--- src/hw/rtl/multinomial_posterior_share_assert.svh ---
// Assertion macros shared by the RTL.
`ifndef MULTINOMIAL_POSTERIOR_SHARE_ASSERT_SVH
`define MULTINOMIAL_POSTERIOR_SHARE_ASSERT_SVH

// same-cycle implication, clocked on aclk, off during reset
`define MPS_ASSERT_IMP(lbl, ante, cons, msg) \
    lbl: assert property (@(posedge aclk) disable iff (!aresetn) (ante) |-> (cons)) \
        else $error(msg);

// next-cycle implication
`define MPS_ASSERT_NXT(lbl, ante, cons, msg) \
    lbl: assert property (@(posedge aclk) disable iff (!aresetn) (ante) |=> (cons)) \
        else $error(msg);

`endif

--- src/hw/rtl/mps_pkg.sv ---
`timescale 1ns / 1ps
package mps_pkg;

    localparam int NUM_GROUPS     = 8;
    localparam int NUM_CANDIDATES = 8;

    localparam int GRP_W  = (NUM_GROUPS > 1) ? $clog2(NUM_GROUPS) : 1;
    localparam int CAND_W = (NUM_CANDIDATES > 1) ? $clog2(NUM_CANDIDATES) : 1;
    localparam int PROB_DEPTH = NUM_GROUPS * NUM_CANDIDATES;
    localparam int PROB_AW = (PROB_DEPTH > 1) ? $clog2(PROB_DEPTH) : 1;

    localparam int VAL_W   = 16;
    localparam int ACC_W   = 2 * VAL_W + 4;   // sum of up to 16 products
    localparam int DIFF_W  = ACC_W + 1;
    localparam int RATIO_W = 48;
    localparam int SUM_W   = 52;
    localparam int SHARE_W = 19;

    localparam int DIV_NUM_W = 64;
    localparam int DIV_DEN_W = 52;

    localparam logic [1:0] OP_LOAD_PROB  = 2'd0;
    localparam logic [1:0] OP_LOAD_COUNT = 2'd1;
    localparam logic [1:0] OP_LOAD_VOTES = 2'd2;
    localparam logic [1:0] OP_COMPUTE    = 2'd3;

    typedef struct packed {
        logic start;
    } div_ctrl_t;

    typedef struct packed {
        logic busy;
        logic done;
    } div_stat_t;

endpackage

--- src/hw/rtl/mps_ram.sv ---
`timescale 1ns / 1ps
module mps_ram #(
    parameter int WIDTH = 16,
    parameter int DEPTH = 64
) (
    input  logic                                  aclk,
    input  logic                                  we,
    input  logic [((DEPTH > 1) ? $clog2(DEPTH) : 1)-1:0] waddr,
    input  logic [WIDTH-1:0]                      wdata,
    input  logic [((DEPTH > 1) ? $clog2(DEPTH) : 1)-1:0] raddr,
    output logic [WIDTH-1:0]                      rdata
);

    logic [WIDTH-1:0] mem_reg [DEPTH];

    always_ff @(posedge aclk) begin
        if (we) begin
            mem_reg[waddr] <= wdata;
        end
        rdata <= mem_reg[raddr];
    end

endmodule

--- src/hw/rtl/mps_div.sv ---
`timescale 1ns / 1ps
// Unsigned restoring divider, one quotient bit per cycle.
module mps_div
    import mps_pkg::*;
(
    input  logic                 aclk,
    input  logic                 aresetn,
    input  div_ctrl_t            ctrl,
    input  logic [DIV_NUM_W-1:0] num,
    input  logic [DIV_DEN_W-1:0] den,
    output div_stat_t            stat,
    output logic [DIV_NUM_W-1:0] quot
);

    localparam int CNT_W = $clog2(DIV_NUM_W);

    logic [DIV_DEN_W-1:0] rem_reg, rem_next;
    logic [DIV_NUM_W-1:0] quo_reg, quo_next;
    logic [DIV_DEN_W-1:0] den_reg, den_next;
    logic [CNT_W-1:0]     cnt_reg, cnt_next;
    logic                 busy_reg, busy_next;
    logic                 done_reg, done_next;
    logic [DIV_DEN_W:0]   trial;
    logic                 ge;

    always_comb begin
        trial     = {rem_reg, quo_reg[DIV_NUM_W-1]};
        ge        = (trial >= {1'b0, den_reg});
        rem_next  = rem_reg;
        quo_next  = quo_reg;
        den_next  = den_reg;
        cnt_next  = cnt_reg;
        busy_next = busy_reg;
        done_next = 1'b0;
        if (ctrl.start) begin
            rem_next  = '0;
            quo_next  = num;
            den_next  = den;
            cnt_next  = '0;
            busy_next = 1'b1;
        end else if (busy_reg) begin
            rem_next = ge ? DIV_DEN_W'(trial - {1'b0, den_reg}) : trial[DIV_DEN_W-1:0];
            quo_next = {quo_reg[DIV_NUM_W-2:0], ge};
            cnt_next = cnt_reg + 1'b1;
            if (cnt_reg == CNT_W'(DIV_NUM_W - 1)) begin
                busy_next = 1'b0;
                done_next = 1'b1;
            end
        end
    end

    always_ff @(posedge aclk) begin
        if (!aresetn) begin
            busy_reg <= 1'b0;
            done_reg <= 1'b0;
            cnt_reg  <= '0;
        end else begin
            busy_reg <= busy_next;
            done_reg <= done_next;
            cnt_reg  <= cnt_next;
        end
        rem_reg <= rem_next;
        quo_reg <= quo_next;
        den_reg <= den_next;
    end

    assign stat.busy = busy_reg;
    assign stat.done = done_reg;
    assign quot      = quo_reg;

endmodule

--- src/hw/rtl/multinomial_posterior_share.sv ---
`timescale 1ns / 1ps
// channel   ports                       moves
// s_        valid/ready, 4 fields       one load or compute transaction
// m_        valid/ready, 4 fields       one share per candidate, last on final
//
// A compute runs a ratio pass and then a share pass. Both are paced by the
// single radix-2 divider (64 steps) shared by both divisions, and the ratio
// pass also by the one-read-per-cycle probability RAM walked per group.
// Reset clears control and the ratio store; tables are undefined until loaded.
// s_ready is low for the whole compute; an m_ stall holds the sequencer.
`include "multinomial_posterior_share_assert.svh"
module multinomial_posterior_share
    import mps_pkg::*;
(
    input  logic               aclk,
    input  logic               aresetn,
    input  logic               s_valid,
    output logic               s_ready,
    input  logic [1:0]         s_opcode,
    input  logic [2:0]         s_group_index,
    input  logic [2:0]         s_candidate_index,
    input  logic [15:0]        s_value,
    output logic               m_valid,
    input  logic               m_ready,
    output logic signed [18:0] m_share,
    output logic [2:0]         m_group_out,
    output logic [2:0]         m_candidate_out,
    output logic               m_last
);

    typedef enum logic [11:0] {
        S_IDLE  = 12'b000000000001,
        S_PADDR = 12'b000000000010,
        S_PMUL  = 12'b000000000100,
        S_GADDR = 12'b000000001000,
        S_GMUL  = 12'b000000010000,
        S_GACC  = 12'b000000100000,
        S_RDIV  = 12'b000001000000,
        S_RWAIT = 12'b000010000000,
        S_SDIV  = 12'b000100000000,
        S_SWAIT = 12'b001000000000,
        S_OUT   = 12'b010000000000,
        S_SPARE = 12'b100000000000
    } state_t;

    localparam logic [DIV_NUM_W-1:0] RATIO_MAG = DIV_NUM_W'(1) << (RATIO_W - 1);
    localparam logic [DIV_NUM_W-1:0] SHARE_MAG = DIV_NUM_W'(1) << (SHARE_W - 1);

    state_t state_reg, state_next;

    logic [VAL_W-1:0]   cnt_reg   [NUM_GROUPS];
    logic [VAL_W-1:0]   votes_reg [NUM_CANDIDATES];
    logic signed [RATIO_W-1:0] ratio_reg [NUM_CANDIDATES];
    logic signed [SUM_W-1:0]   sum_reg, sum_next;

    logic [GRP_W-1:0]   g_reg, g_next;
    logic [CAND_W-1:0]  c_reg, c_next;
    logic [GRP_W-1:0]   h_reg, h_next;
    logic [VAL_W-1:0]   p_reg, p_next;
    logic [2*VAL_W-1:0] pv_reg, pv_next;
    logic [2*VAL_W-1:0] prod_reg, prod_next;
    logic [ACC_W-1:0]   acc_reg, acc_next;
    logic               neg_reg, neg_next;

    logic signed [SHARE_W-1:0] share_reg, share_next;
    logic [2:0]         gout_reg, gout_next;
    logic [2:0]         cout_reg, cout_next;
    logic               last_reg, last_next;

    // shared multiplier
    logic [VAL_W-1:0]   mul_a, mul_b;
    logic [2*VAL_W-1:0] mul_p;

    logic                ram_we;
    logic [PROB_AW-1:0]  ram_waddr, ram_raddr;
    logic [VAL_W-1:0]    ram_rdata;

    div_ctrl_t            div_ctrl;
    div_stat_t            div_stat;
    logic [DIV_NUM_W-1:0] div_num, div_quot;
    logic [DIV_DEN_W-1:0] div_den;

    logic signed [DIFF_W-1:0] diff;
    logic [DIFF_W-1:0]        diff_mag;
    logic signed [RATIO_W-1:0] ratio_cur, ratio_sat;
    logic [RATIO_W-1:0]       ratio_mag;
    logic [SUM_W-1:0]         sum_mag;
    logic                     accept;
    logic                     ratio_we;
    logic signed [RATIO_W-1:0] ratio_wdata;

    assign accept = s_valid && s_ready;
    assign s_ready = (state_reg == S_IDLE);
    assign m_valid = (state_reg == S_OUT);
    assign m_share = share_reg;
    assign m_group_out = gout_reg;
    assign m_candidate_out = cout_reg;
    assign m_last = last_reg;

    assign ram_we    = accept && (s_opcode == OP_LOAD_PROB)
                       && (32'(s_group_index) < NUM_GROUPS)
                       && (32'(s_candidate_index) < NUM_CANDIDATES);
    assign ram_waddr = PROB_AW'(32'(s_group_index) * NUM_CANDIDATES
                                + 32'(s_candidate_index));
    assign ram_raddr = (state_reg == S_PADDR)
                       ? PROB_AW'(32'(g_reg) * NUM_CANDIDATES + 32'(c_reg))
                       : PROB_AW'(32'(h_reg) * NUM_CANDIDATES + 32'(c_reg));

    mps_ram #(
        .WIDTH (VAL_W),
        .DEPTH (PROB_DEPTH)
    ) u_prob_ram (
        .aclk  (aclk),
        .we    (ram_we),
        .waddr (ram_waddr),
        .wdata (s_value),
        .raddr (ram_raddr),
        .rdata (ram_rdata)
    );

    mps_div u_div (
        .aclk    (aclk),
        .aresetn (aresetn),
        .ctrl    (div_ctrl),
        .num     (div_num),
        .den     (div_den),
        .stat    (div_stat),
        .quot    (div_quot)
    );

    always_comb begin
        mul_a = ram_rdata;
        mul_b = (state_reg == S_PMUL) ? votes_reg[c_reg] : cnt_reg[h_reg];
        mul_p = mul_a * mul_b;
    end

    always_comb begin
        diff      = $signed({1'b0, acc_reg}) - $signed(DIFF_W'(p_reg));
        diff_mag  = diff[DIFF_W-1] ? DIFF_W'(-diff) : DIFF_W'(diff);
        ratio_cur = ratio_reg[c_reg];
        ratio_mag = ratio_cur[RATIO_W-1] ? RATIO_W'(-ratio_cur) : RATIO_W'(ratio_cur);
        sum_mag   = sum_reg[SUM_W-1] ? SUM_W'(-sum_reg) : SUM_W'(sum_reg);
        if (neg_reg) begin
            ratio_sat = (div_quot >= RATIO_MAG) ? {1'b1, {(RATIO_W-1){1'b0}}}
                                                : -$signed(div_quot[RATIO_W-1:0]);
        end else begin
            ratio_sat = (div_quot >= RATIO_MAG) ? {1'b0, {(RATIO_W-1){1'b1}}}
                                                : $signed(div_quot[RATIO_W-1:0]);
        end
    end

    always_comb begin
        state_next  = state_reg;
        g_next      = g_reg;
        c_next      = c_reg;
        h_next      = h_reg;
        p_next      = p_reg;
        pv_next     = pv_reg;
        prod_next   = prod_reg;
        acc_next    = acc_reg;
        neg_next    = neg_reg;
        sum_next    = sum_reg;
        share_next  = share_reg;
        gout_next   = gout_reg;
        cout_next   = cout_reg;
        last_next   = last_reg;
        div_ctrl    = '0;
        div_num     = '0;
        div_den     = '0;
        ratio_we    = 1'b0;
        ratio_wdata = '0;

        unique case (state_reg)
            S_IDLE: begin
                if (accept && (s_opcode == OP_COMPUTE)
                    && (32'(s_group_index) < NUM_GROUPS)) begin
                    g_next     = GRP_W'(s_group_index);
                    c_next     = '0;
                    sum_next   = '0;
                    state_next = S_PADDR;
                end
            end
            S_PADDR: state_next = S_PMUL;
            S_PMUL: begin
                p_next     = ram_rdata;
                pv_next    = mul_p;
                h_next     = '0;
                acc_next   = '0;
                state_next = S_GADDR;
            end
            S_GADDR: state_next = S_GMUL;
            S_GMUL: begin
                prod_next  = mul_p;
                state_next = S_GACC;
            end
            S_GACC: begin
                acc_next = acc_reg + ACC_W'(prod_reg);
                if (h_reg == GRP_W'(NUM_GROUPS - 1)) begin
                    state_next = S_RDIV;
                end else begin
                    h_next     = h_reg + 1'b1;
                    state_next = S_GADDR;
                end
            end
            S_RDIV: begin
                if (diff == '0) begin
                    // zero difference: ratio is zero
                    ratio_we    = 1'b1;
                    ratio_wdata = '0;
                    if (c_reg == CAND_W'(NUM_CANDIDATES - 1)) begin
                        c_next     = '0;
                        state_next = S_SDIV;
                    end else begin
                        c_next     = c_reg + 1'b1;
                        state_next = S_PADDR;
                    end
                end else begin
                    div_ctrl.start = 1'b1;
                    div_num  = DIV_NUM_W'({pv_reg, 16'b0});
                    div_den  = DIV_DEN_W'(diff_mag);
                    neg_next = diff[DIFF_W-1];
                    state_next = S_RWAIT;
                end
            end
            S_RWAIT: begin
                if (div_stat.done) begin
                    ratio_we    = 1'b1;
                    ratio_wdata = ratio_sat;
                    sum_next    = sum_reg + SUM_W'(ratio_sat);
                    if (c_reg == CAND_W'(NUM_CANDIDATES - 1)) begin
                        c_next     = '0;
                        state_next = S_SDIV;
                    end else begin
                        c_next     = c_reg + 1'b1;
                        state_next = S_PADDR;
                    end
                end
            end
            S_SDIV: begin
                gout_next = 3'(g_reg);
                cout_next = 3'(c_reg);
                last_next = (c_reg == CAND_W'(NUM_CANDIDATES - 1));
                if ((sum_reg == '0) || (ratio_cur == '0)) begin
                    share_next = '0;
                    state_next = S_OUT;
                end else begin
                    div_ctrl.start = 1'b1;
                    div_num  = {ratio_mag, 16'b0};
                    div_den  = DIV_DEN_W'(sum_mag);
                    neg_next = ratio_cur[RATIO_W-1] ^ sum_reg[SUM_W-1];
                    state_next = S_SWAIT;
                end
            end
            S_SWAIT: begin
                if (div_stat.done) begin
                    if (neg_reg) begin
                        share_next = (div_quot >= SHARE_MAG)
                                     ? {1'b1, {(SHARE_W-1){1'b0}}}
                                     : -$signed(div_quot[SHARE_W-1:0]);
                    end else begin
                        share_next = (div_quot >= SHARE_MAG)
                                     ? {1'b0, {(SHARE_W-1){1'b1}}}
                                     : $signed(div_quot[SHARE_W-1:0]);
                    end
                    state_next = S_OUT;
                end
            end
            S_OUT: begin
                if (m_ready) begin
                    if (c_reg == CAND_W'(NUM_CANDIDATES - 1)) begin
                        state_next = S_IDLE;
                    end else begin
                        c_next     = c_reg + 1'b1;
                        state_next = S_SDIV;
                    end
                end
            end
            default: state_next = S_IDLE;
        endcase
    end

    always_ff @(posedge aclk) begin
        if (!aresetn) begin
            state_reg <= S_IDLE;
            c_reg     <= '0;
            h_reg     <= '0;
            sum_reg   <= '0;
            for (int i = 0; i < NUM_CANDIDATES; i++) begin
                ratio_reg[i] <= '0;
            end
        end else begin
            state_reg <= state_next;
            c_reg     <= c_next;
            h_reg     <= h_next;
            sum_reg   <= sum_next;
            if (ratio_we) begin
                ratio_reg[c_reg] <= ratio_wdata;
            end
        end
        g_reg     <= g_next;
        p_reg     <= p_next;
        pv_reg    <= pv_next;
        prod_reg  <= prod_next;
        acc_reg   <= acc_next;
        neg_reg   <= neg_next;
        share_reg <= share_next;
        gout_reg  <= gout_next;
        cout_reg  <= cout_next;
        last_reg  <= last_next;
        if (accept && (s_opcode == OP_LOAD_COUNT) && (32'(s_group_index) < NUM_GROUPS)) begin
            cnt_reg[GRP_W'(s_group_index)] <= s_value;
        end
        if (accept && (s_opcode == OP_LOAD_VOTES)
            && (32'(s_candidate_index) < NUM_CANDIDATES)) begin
            votes_reg[CAND_W'(s_candidate_index)] <= s_value;
        end
    end

    `MPS_ASSERT_IMP(a_out_blocks_in, m_valid, !s_ready, "input taken while a share is pending")
    `MPS_ASSERT_IMP(a_div_idle_start, div_ctrl.start, !div_stat.busy, "divider restarted while busy")
    `MPS_ASSERT_IMP(a_last_final, m_valid && m_last,
        m_candidate_out == 3'(NUM_CANDIDATES - 1), "last flag on a non-final candidate")
    `MPS_ASSERT_NXT(a_last_frees, m_valid && m_ready && m_last, s_ready,
        "not ready after final share")

endmodule

--- config.mk ---
export PLATFORM = sky130hd
export DESIGN_NAME = multinomial_posterior_share
export DESIGN_NICKNAME = d
export VERILOG_FILES = /design/src/hw/rtl/mps_pkg.sv /design/src/hw/rtl/mps_ram.sv /design/src/hw/rtl/mps_div.sv /design/src/hw/rtl/multinomial_posterior_share.sv
export VERILOG_INCLUDE_DIRS = /design/src /design/src/hw/rtl
export SDC_FILE = /design/constraint.sdc
export NUM_CORES = 2
export LEC_CHECK = 0
export ABC_CLOCK_PERIOD_IN_PS = 18200
export BUFFER_PORTS_ARGS = -buffer_cell sky130_fd_sc_hd__buf_2
export CAP_MARGIN = 20
export CORE_ASPECT_RATIO = 1.25
export CORE_MARGIN = 1.5
export CORE_UTILIZATION = 55
export DETAILED_ROUTE_END_ITERATION = 8
export PLACE_DENSITY = 0.8
export SYNTH_ARGS = -nofsm -noshare
export SYNTH_HDL_FRONTEND = slang
export SYNTH_SLANG_ARGS = --single-unit
--- constraint.sdc ---
create_clock -name aclk -period 18.2 [get_ports aclk]
set_input_delay 4.55 -clock aclk [delete_from_list [all_inputs] [get_ports aclk]]
set_output_delay 4.55 -clock aclk [all_outputs]
set_load 0.05 [all_outputs]
# Word level (Yosys, flattened, before mapping)
# Memories as Yosys holds them, arrays and structs flattened. A register that Yosys moved wholly into a read port is not among the register bits.
# Cells that the tools add are included.
[classes]
mux = 80
add_sub_neg = 15
shifts = 0
n_mul = 1
order_cmp = 3
n_reduce_logical = 26
n_bitwise = 3
div_mod_pow = 0
n_eq_ne = 27
[ops]
columns = ["operator", "n"]
rows = [
  ["$mux 48", 8],
  ["$mux 52", 5],
  ["$pmux 52 s2", 2],
  ["$mux 64", 3],
  ["$pmux 12 s11", 1],
  ["$pmux 64 s2", 1],
  ["$neg 48->48", 2],
  ["$mux 19", 5],
  ["$mux 37", 2],
  ["$pmux 36 s2", 1],
  ["$ge 64x19->1 const B", 1],
  ["$ge 64x48->1 const B", 1],
  ["$mux 12", 5],
  ["$ge 53x52->1", 1],
  ["$add 52x48->52", 1],
  ["$logic_not 52->1", 1],
  ["$neg 52->52", 1],
  ["$sub 52x52->52", 1],
  ["$logic_not 48->1", 1],
  ["$reduce_or 48->1", 1],
  ["$mux 3", 14],
  ["$pmux 19 s2", 1],
  ["$logic_not 37->1", 1],
  ["$neg 37->37", 1],
  ["46 further kinds", 94],
]
[totals]
n_memories = 4
latch_bits = 0
ram_bits = 1664
register_bits = 392
romBits = 0
[mem_list]
columns = ["name", "words", "width", "rd", "rd_clocked_by_memory_dff", "wr", "line_no", "rtl"]
rows = [
  ["u_prob_ram.mem_reg", 64, 16, 1, 1, 1, "mps_ram.sv:14", "logic [WIDTH-1:0] mem_reg [DEPTH];"],
  ["ratio_reg", 8, 48, 1, 1, 8, "multinomial_posterior_share.sv:53", "logic signed [RATIO_W-1:0] ratio_reg [NUM_CANDIDATES];"],
  ["cnt_reg", 8, 16, 1, 1, 1, "multinomial_posterior_share.sv:51", "logic [VAL_W-1:0] cnt_reg [NUM_GROUPS];"],
  ["votes_reg", 8, 16, 1, 1, 1, "multinomial_posterior_share.sv:52", "logic [VAL_W-1:0] votes_reg [NUM_CANDIDATES];"],
]

# Logic depth before layout (Yosys ltp)
[depth]
depth_word = 9
mapped_depth = 38
mapped_depth_nobuf = 29

# Cells and area by module
# From an unflattened synthesis, not the netlist that was laid out.
[unflattened]
cells_unflattened = 7511
area_unflattened_um2 = 102931.2
[modules_own_cells]
columns = ["module", "area_per_inst_um2", "cells_per_inst", "seq_area_each_um2", "instances"]
rows = [
  ["multinomial_posterior_share", 52641.7, 4715, 25104.1, 1],
  ["mps_ram", 40042.2, 1829, 31069.8, 1],
  ["mps_div", 10247.3, 967, 4684.5, 1],
]

# Worst setup path after synthesis
# Ideal clock, no wire load.
[synth_path]
path_type = "flip-flop to flip-flop"
start = "register state_reg[4]"
end = "register prod_reg[31] (data pin)"
stages_incl_launch_ff = 29
required_ns = 17.936
slack_ns = 9.075
arrival_time_ns = 8.861
path_cell_list = "dfxtp_1 -> nor4_1 -> nand3_1 -> nor4b_1 -> clkbuf_1 -> buf_1 -> a21oi_1 -> buf_2 -> nand2_1 -> fa_1 -> fa_1 -> inv_1 -> fa_1 -> fa_1 -> fa_1 -> inv_1 -> fa_1 -> inv_1 -> ha_1 -> a31o_2 -> a2111oi_0 -> o32ai_1 -> nor2_1 -> a211oi_1 -> nand3_1 -> a31oi_1 -> o21a_1 -> nor2_1 -> xnor2_1"
[synth_via]
elab_chain_cells = 3
[synth_lines]
columns = ["element", "line_no", "rtl"]
rows = [
  ["from (decl)", "multinomial_posterior_share.sv:49", "state_t state_reg, state_next;"],
  ["from (signal assigned)", "multinomial_posterior_share.sv:292", "state_reg <= state_next;"],
  ["$eq 12x3->1", "multinomial_posterior_share.sv:133", "mul_b = (state_reg == S_PMUL) ? votes_reg[c_reg] : cnt_reg[h_reg];"],
  ["$mux 16", "multinomial_posterior_share.sv:133", ""],
  ["$mul 16x16->32", "multinomial_posterior_share.sv:134", "mul_p = mul_a * mul_b;"],
  ["net mul_p[31]", "multinomial_posterior_share.sv:72", "logic [2*VAL_W-1:0] mul_p;"],
  ["to (signal assigned)", "multinomial_posterior_share.sv:303", "prod_reg <= prod_next;"],
  ["to (decl)", "multinomial_posterior_share.sv:61", "logic [2*VAL_W-1:0] prod_reg, prod_next;"],
]
# The timed path passes the listed nets, and every way through them passes these cells.
# A chain may end at the register's enable or synchronous reset.

# Worst setup path after layout
[layout_path]
start = "register state_reg[5]"
end = "register prod_reg[31] (data pin)"
# The elaborated chain is that of the path after synthesis.

==> run_results.csv <==
group,metric,value,unit
min_path,hold_path_end,"u_div.rem_reg[30]$_SDFFE_PP0P_",
setup_path,worstPathRequired,18.74,ns
timing,hold_slack,0.495,ns
timing,setup_viol,0,
min_path,hold_path_class,"flop to flop",
timing,fin_crit,9.37,ns
yosys,async_flop_share,0,
route,antenna_left,0,
floorplanning,dieHeight,481,um
power_and_ir_drop,totalPowerFinal,0.0133,W
clock_tree,clkLatencyLatePin,0.90,ns
clock_tree,cts_root_buf,"clkbuf_16",
setup_path,crit_slowest_cell,"a21oi_1",
layout,nets,8226,
timing,setup_tns,0,ns
grt,grt_overflow_total,0,
setup_path,crit_top_cell,"fa_1",
timing,tightest_slew,1.20,ns
yosys,synth-main-ff-cell,"edfxtp_1",
setup_path,timing.rr.start,"state_reg[5]$_SDFFE_PN0P_",
setup_path,worst_r2r_path_depth,28,
job,drv_cap,0,
clock_tree,tritoncts,"yes",
layout,largest_reg_flops,1024,
timing,max_freq,107,MHz
setup_path,path_class,"flop to flop",
floorplanning,num_rows,175,
clock_tree,postCtsSetupRepairBufs,0,
timing,fin_skew,0.109,ns
placement,gp_routability_congestion,0.954,
setup_path,startpoint_type,"flop",
setup_path,cp_max_fo,43,
setup_path,slowest_delay,0.88,ns
placement,io_buffers,55,
yosys,ys_warn_count,0,
power_and_ir_drop,switchingPower,0.00417,W
grt,grt_pass1_wl,416,mm
power_and_ir_drop,clockPowerShare,0.318,
power_and_ir_drop,max-vdd-ir-drop,0.374,mV
min_path,hold_depth,2,
timing,finalMaxSlewViolations,0,
layout,mostFrequentLayoutCells,"edfxtp_1, nor2_1, nand2_1",
clock_tree,cts_max_level,4,
yosys,synth.top_cell.area_share,0.576,
yosys,ys_ff_latch,2077,
setup_path,endpoint_kind,"flop",
clock_tree,clkSinkCount,2077,
grt,grt_max_degree,128,
timing,timing.final.crit_share,0.515,
grt,first_global_vias,67707,
yosys,syn_inst,7697,
status,status,"completed",
setup_path,r2r_end,"prod_reg[31]$_DFFE_PP_",
layout,final_common_cell,"edfxtp_1",
yosys,synth_edf_count,1926,
grt,antenna_found_initial,7,
placement,placed_cell_area,104000,um2
placement,place_inst,9924,
floorplanning,initial_core_util,0.552,
yosys,synth_nets,8187,
layout,final_area,111000,um2
power_and_ir_drop,pwr_density_cell,120,nW/um2
route,wl_per_cell,27.3,um
power_and_ir_drop,p_leak,38.5,nW
route,drc,0,
route,vias_per_cell,6.61,
setup_path,worst_ep_arrival_time,9.90,ns
power_and_ir_drop,swShare,0.314,
floorplanning,core,182000,um2
route,initialDrtViolationCount,8472,
timing,rsz0062_at_grt,"no",
clock_tree,clock_path_buffers,3,
floorplanning,dieWidth,385,um
grt,grt_util_all_layers,0.300,
clock_tree,cts_buffers,193,
route,first_pass_iters,8,
power_and_ir_drop,comb_power_share,0.259,
placement,hpwlAfterDp,175,mm
route,wirelength,281,mm
min_path,hp-start,"u_div.rem_reg[30]$_SDFFE_PP0P_",
yosys,synth_area_leader_cell,"edfxtp_1",
yosys,syn-cell-area,100000,um2
yosys,syn_avg_cell_area,13.0,um2
layout,syn_to_final_growth,10.2,%
layout,drive_gt1_frac,0.109,
route,vias,68044,
timing,relSlewSlack,0.192,
floorplanning,ioPinCount,56,
timing,hold_viol_final,0,
layout,fin_cells,10296,
power_and_ir_drop,p_int,0.00912,W
yosys,yosysSeqAreaShare,0.606,
power_and_ir_drop,pwr-share-seq,0.423,
setup_path,reg2reg_slack,8.83,ns
yosys,synth_area_leaders,"edfxtp_1, fa_1, mux4_2",
clock_tree,ctsHoldBuffers,0,
clock_tree,cts_resized,0,
floorplanning,die_area,185000,um2
clock_tree,path_clk_slew,0.06,ns
yosys,synth.distinct_cells,92,
-- metrics by stage --
step,setup WS (ns),utilization
after floorplan,9.07,-
after global placement,8.87,0.571
after detailed placement,8.79,0.572
after CTS,8.78,0.608
after global routing,8.06,0.609
final,8.83,0.609
-- critical path: cells and delay by family (launching register included) --
family | cells | cell delay [ns]
AND/OR/NAND/NOR | 8 | 1.62
AO/OA/AOI/OAI | 7 | 2.28
adder cells (fa/ha/maj) | 7 | 3.55
XOR/XNOR | 1 | 0.09
flip-flops | 1 | 0.34
buffers and inverters | 5 | 1.18
-- Yosys cell counts, types with 44 or more instances --
cell	count
a21o_1	94
a21oi_1	276
a221oi_1	106
a22o_1	100
a22oi_1	341
a31oi_1	54
and2_1	149
buf_1	59
buf_2	44
clkbuf_1	322
dfxtp_1	151
edfxtp_1	1926
fa_1	198
ha_1	264
inv_1	401
mux2i_1	102
mux4_2	159
nand2_1	421
nand3_1	72
nand4_1	148
nor2_1	856
nor2b_1	66
nor3_1	115
o211ai_1	53
o21ai_0	204
o22ai_1	48
o31ai_1	45
or3_1	45
xnor2_1	146
xor2_1	153
-- power groups by stage --
| stage | Clock (W) | Combinational, W | Sequential, W |
|---|---|---|---|
| after detailed placement | 0 | 0.00339 | 0.00572 |
| final | 0.00422 | 0.00345 | 0.00563 |
| after CTS | 0.00424 | 0.00342 | 0.00562 |
| after floorplan | 0 | 0.00227 | 0.00568 |
| after global placement | 0 | 0.00331 | 0.00572 |
| after global routing | 0.00441 | 0.00373 | 0.00563 |
-- how the worst max path moves through the flow --
stage | startpoint | end | slack [ns] | cells past startpoint
global placement | state_reg[5]$_SDFFE_PN0P_ | prod_reg[31]$_DFFE_PP_ | 8.87 | 28
finish | state_reg[5]$_SDFFE_PN0P_ | prod_reg[31]$_DFFE_PP_ | 8.83 | 28
floorplan | state_reg[4]$_SDFFE_PN0P_ | prod_reg[31]$_DFFE_PP_ | 9.07 | 28
CTS | state_reg[5]$_SDFFE_PN0P_ | prod_reg[31]$_DFFE_PP_ | 8.78 | 28
global route | state_reg[4]$_SDFFE_PN0P_ | prod_reg[31]$_DFFE_PP_ | 8.06 | 28
detailed placement | state_reg[5]$_SDFFE_PN0P_ | prod_reg[31]$_DFFE_PP_ | 8.79 | 28
-- cells by family after synthesis --
| family | after synthesis | share of synthesized area |
|---|---|---|
| AND/OR/NAND/NOR | 2087 | 0.0975 |
| flip-flops | 2077 | 0.606 |
| AO/OA/AOI/OAI | 1643 | 0.116 |
| buffers and inverters | 836 | 0.0322 |
| adder cells (fa/ha/maj) | 462 | 0.0724 |
| XOR/XNOR | 299 | 0.0261 |
| multiplexers | 293 | 0.0494 |
-- routing by layer --
| layer | vias up | wire [um] | GRT usage |
|---|---|---|---|
| met3 | 997 | 27200 | 0.0557 |
| li1 | 29199 | - | - |
| met4 | 6 | 21800 | 0.203 |
| met5 | - | 25 | 0 |
| met1 | 33494 | 94500 | 0.351 |
| met2 | 4348 | 137000 | 0.503 |
-- layout make-up --
type	instances	area [um2]
Clock inverter	124	1610
Clock buffer	237	5060
Antenna cell	5	12.5
Inverter	403	1510
Multi-Input combinational cell	4784	36600
Tap cell	2389	2990
Timing Repair Buffer	277	1990
Fill cell	13179	71100
Sequential cell	2077	60900
(Power assumes the default switching activity.)
